**src/rtl/gts_pkg.sv**
```systemverilog
`timescale 1ns / 1ps
package gts_pkg;

  localparam int MUL_A_W = 33;
  localparam int MUL_B_W = 25;
  localparam int MUL_P_W = MUL_A_W + MUL_B_W;

  localparam logic [1:0] FUNC_WRITE = 2'd0;
  localparam logic [1:0] FUNC_READ  = 2'd1;
  localparam logic [1:0] FUNC_QUERY = 2'd2;

  localparam logic [2:0] REG_GRID_DIMS   = 3'd0;
  localparam logic [2:0] REG_CENTER_X    = 3'd1;
  localparam logic [2:0] REG_CENTER_Y    = 3'd2;
  localparam logic [2:0] REG_CENTER_Z    = 3'd3;
  localparam logic [2:0] REG_INV_PITCH_X = 3'd4;
  localparam logic [2:0] REG_INV_PITCH_Y = 3'd5;
  localparam logic [2:0] REG_INV_PITCH_Z = 3'd6;
  localparam logic [2:0] REG_LIMIT       = 3'd7;

  typedef enum logic [3:0] {
    S_IDLE,
    S_AX_MUL,
    S_AX_FIX,
    S_AD_XY,
    S_AD_Y,
    S_AD_S,
    S_WR,
    S_RDQ,
    S_RDR,
    S_STR,
    S_RD_A,
    S_RD_B,
    S_LZ_MUL,
    S_LZ_FIN,
    S_L_MUL,
    S_L_FIN
  } state_t;

endpackage

```
**src/rtl/gts_mul.sv**
```systemverilog
`timescale 1ns / 1ps
module gts_mul (
  input  logic                                clk,
  input  logic signed [gts_pkg::MUL_A_W-1:0] a,
  input  logic signed [gts_pkg::MUL_B_W-1:0] b,
  output logic signed [gts_pkg::MUL_P_W-1:0] p
);
  import gts_pkg::*;

  always_ff @(posedge clk) begin
    p <= a * b;
  end

endmodule

```
**config.mk**
```make
export PLATFORM = sky130hd
export DESIGN_NAME = gts_mul
export DESIGN_NICKNAME = d
export VERILOG_FILES = /design/src/rtl/gts_pkg.sv /design/src/rtl/gts_mul.sv
export SDC_FILE = /design/constraint.sdc
export NUM_CORES = 2
export LEC_CHECK = 0
export ABC_AREA = 1
export BUFFER_PORTS_ARGS = -buffer_cell sky130_fd_sc_hd__buf_2
export CAP_MARGIN = 20
export CORE_ASPECT_RATIO = 1.4
export CORE_MARGIN = 4
export CORE_UTILIZATION = 42
export CTS_BUF_LIST = sky130_fd_sc_hd__clkbuf_2 sky130_fd_sc_hd__clkbuf_4 sky130_fd_sc_hd__clkbuf_8
export DETAILED_ROUTE_END_ITERATION = 10
export HOLD_SLACK_MARGIN = 0.02
export SYNTH_ARGS = -nofsm -noshare
export SYNTH_HDL_FRONTEND = slang
export SYNTH_SLANG_ARGS = --single-unit
```
**constraint.sdc**
```tcl
create_clock -name clk -period 7.4 [get_ports clk]
set_clock_uncertainty 0.05 [all_clocks]
set_input_delay 1.48 -clock clk [delete_from_list [all_inputs] [get_ports clk]]
set_output_delay 1.48 -clock clk [all_outputs]
set_load 0.02 [all_outputs]
```
## Yosys cells after proc, flatten, opt, wreduce, memory -nomap -nowiden

Index checks and enable logic that the tools add are counted.

- Input port bits: 59
- Memory bits (writable): 0
- ROM bits: 0
- Flip-flop bits (word level): 58
- Word-level logic and storage cells: 2
- Latch bits: 0
- Memories kept: 0
- Output and inout bits: 58

- Equal/unequal tests: 0
- Shift-type cells: 0
- Add/sub/neg operators: 0
- Divide/modulo/power cells: 0
- Bitwise gates (word level): 0
- Order comparisons: 0
- Reduce and logical (&&, ||, !) cells: 0
- Multipliers: 1
- Mux-type cells: 0

Operators by type and width:

| kind | count |
|---|---|
| 33-bit by 25-bit multiplier with 58-bit output | 1 |

## Depth between registers and ports, before layout

- Depth after elaboration: 1
- Mapped depth: 31
- Mapped depth without buffers: 29

## Worst setup path before layout

Ideal clock, no wire load.

- Path kind: input-to-reg
- Start: input a[32] (netlist name)
- End: register p[57] (netlist name)
- Stages on the path: 23
- Slack: -240 ps
- Path buffers: 2
- Arrival: 7,476 ps
- Setup time: 113 ps
- Cells stage by stage: clkbuf_1 -> clkbuf_1 -> nand2_1 -> inv_1 -> fa_1 -> fa_1 -> inv_1 -> fa_1 -> inv_1 -> fa_1 -> fa_1 -> fa_1 -> fa_1 -> ha_1 -> nand2_1 -> nor2_1 -> nand2_1 -> nor4_1 -> nand2_1 -> nand2_1 -> nor2_1 -> nand2_1 -> nand2_1

- Longest elaborated chain between the ends: 1

Ends and longest elaborated chain:

| what | line | text |
|---|---|---|
| from (decl) | gts_mul.sv:4 | `input logic signed [gts_pkg::MUL_A_W-1:0] a,` |
| 33-bit by 25-bit multiplier with 58-bit output | gts_mul.sv:11 | `p <= a * b;` |
| to (signal assigned) | gts_mul.sv:11 |  |
| to (decl) | gts_mul.sv:6 | `output logic signed [gts_pkg::MUL_P_W-1:0] p` |

Every way passes these cells.

## Worst setup path after layout

- Start: input b[19] (netlist name)
- End: register p[30] (netlist name)

- Longest elaborated chain between the ends: 1

Ends and longest elaborated chain:

| what | line | text |
|---|---|---|
| from (decl) | gts_mul.sv:5 | `input logic signed [gts_pkg::MUL_B_W-1:0] b,` |
| 33-bit by 25-bit multiplier with 58-bit output | gts_mul.sv:11 |  |

Every way passes these cells.

==> reports/metrics.csv <==
metric,value,unit
status,"finished, final reports clean",
setup.worst_path.end_class,flop,
max_freq,139,MHz
dpl.cell_count,5483,
grt_max_degree,25,
grt_pass1_vias,28900,
grt_util_all_layers,24.4,%
yosys_warnings,0,
start_util,42.4,%
fin_crit,7.20,ns
final_cell_area,0.0373,mm2
fin_crit_sh,97.3,%
routed_wl,96200,um
via_per_inst,4.73,
dr.pass1.iters,5,
top_regs,p: 58 flops,
largest_reg_flops,58,
drt_iter0_drc,1451,
cp.required,7.60,ns
htreeDepth,3,
max-cap-violations,0,
die-area,0.0818,mm2
seqCellArea,0.00116,mm2
nFillCells,7612,
ys_seq_elements,58,
finalHoldViolCount,0,
hold-worst-slack,1.69,ns
rsz0062_at_grt,true,
cp.arrival,7.39,ns
synth_cell_types,34,
hp-start,b[0],
synth_nets,5273,
cts_sinks,58,
hpwl,87000,um
drc,0,
ys_seq_area_share,3.58,%
multiInputGateArea,0.0255,mm2
grt_pass1_wl,156000,um
crit_start,b[19],
drive_gt1_share,13.0,%
vias,26002,
wl_per_cell,17.5,um
gp_congestion,0.918,
crit_fanout,15,
layout.nets,5577,
io_pins,117,
grt.overflow.total,0,
port-buffer-count,116,
cts_buffer_depth,2,
syn_avg_cell_area,7.70,um2
synth_area,0.0324,mm2
worst_pin_slew,0.461,ns
setup_tns,0,ns
antenna_found_initial,4,
dpl_cell_area,0.0369,mm2
coreArea,0.0766,mm2
cp-start-kind,input pin,
numCtsBuffers,9,
syn_inst,4215,
cts_root_buf,clkbuf_8,
syn2layout_area_growth,15.0,%
setup_violations,0,
rows,120,
die_h,337,um
regMostFlops,p,
hp-class,in -> reg,
drt.antenna.violating_nets,0,
die_w,243,um
path_clk_slew,0.08,ns
slew_headroom,69.3,%
drv_slew,0,
tritoncts,built,
final_cells,5502,
path_class,in -> reg,
==> kinds of logic (layout without fill, tap and decap cells) <==
kind of cell	after synthesis	after routing	synth area share [%]
compound gates	82	82	1.38
fa+ha+maj	999	999	58.0
other cells	0	2	0
xor+xnor	36	36	0.972
buf+inv	1576	1885	18.2
simple gates	1464	1464	17.8
flops	58	58	3.58
==> repair_timing <==
item                                    in CTS  in global routing
resized for setup                            2                 76
endpoints found under the setup margin      25                 31
setup buffers                                0                  1
pin swaps                                    0                  4
hold buffers                                 0                  0
gates cloned                                 0                  0
==> synth_stat cells <==
cell type	n	area share, %
xor2_1	31	0.84
xnor2_1	5	0.13
nor2_4	4	0.14
nand3b_1	2	0.046
dfxtp_1	58	3.6
a31oi_1	1	0.019
or2_2	7	0.13
nand4_1	18	0.35
nand3_2	3	0.093
nor2_2	12	0.23
nor3b_2	1	0.039
nand3_1	62	0.96
a21boi_0	1	0.023
clkinv_1	1	0.012
nor4_1	1	0.019
inv_1	1374	16
nand2_2	8	0.15
buf_1	4	0.046
fa_1	842	52
o21a_1	1	0.023
o21bai_1	11	0.25
nor3_2	2	0.062
nor2_1	114	1.3
ha_1	157	6.1
and3_1	1	0.019
a21oi_1	50	0.77
nor3_1	10	0.15
nand2_1	1218	14
a21o_1	1	0.023
inv_2	3	0.035
clkbuf_1	194	2.2
and2_2	1	0.023
o21ai_1	1	0.015
o21ai_0	16	0.25
==> layout by cell type, fill, tap and decap left out, types with 23 or more instances in the layout <==
cell and n:
inv_1 1373, nand2_1 1214, fa_1 835, buf_4 332
ha_1 147, nor2_1 104, buf_2 88, nand3_1 60
dfxtp_1 58, a21oi_1 47, buf_12 44, xor2_1 31
clkbuf_4 23
==> metrics by stage <==
step	utilization, %	setup slack, ns
2_1_floorplan	-	0.00921
5_1_grt	48.7	-0.0417
6_report	48.7	0.202
4_1_cts	48.4	0.0819
3_5_place_dp	48.1	-0.440
3_3_place_gp	48.1	-0.542
==> metal layers <==
layer | routed length [um] | vias up | share of wire [%] | global-route usage, %
li1 | - | 12076 | - | -
met1 | 35800 | 13123 | 37 | 27.9
met2 | 53400 | 590 | 56 | 47.3
met3 | 2740 | 211 | 2.8 | 1.58
met4 | 4160 | 2 | 4.3 | 9.25
met5 | 13 | - | 0.014 | 0
==> layout make-up <==
| type | instances | share of cell area [%] |
|---|---|---|
| multi-input cells | 2581 | 68.4 |
| inverters | 1378 | 13.9 |
| repair buffers | 491 | 10.8 |
| well taps | 976 | 3.27 |
| flip-flops and latches | 58 | 3.11 |
| clock buffers | 12 | 0.426 |
| clock inverters | 4 | 0.134 |
| diodes | 2 | 0.0134 |
==> critical path, stage by stage <==
cell	delay, ns
clkbuf_4	0.23
buf_4	0.22
nand2_1	0.05
inv_1	0.05
fa_1	0.53
inv_1	0.06
fa_1	0.55
inv_1	0.05
fa_1	0.48
fa_1	0.57
fa_1	0.48
fa_1	0.52
inv_1	0.06
fa_1	0.49
inv_1	0.05
ha_2	0.38
nand2_1	0.12
nor2_1	0.25
nand2_1	0.18
inv_1	0.11
nand2_1	0.05
nand2_1	0.07
inv_1	0.04
nand2_1	0.08
xor2_1	0.23
==> path summary, 6_finish.rpt <==
check | slack (ns) | to | cells after the start
setup / recovery | 0.20 | p[30] | 25
hold / removal | 1.69 | p[0] | 4
Power is left out: the tool's default activity adds up to more than one toggle a clock period on the data nets, which glitch-free logic cannot reach.
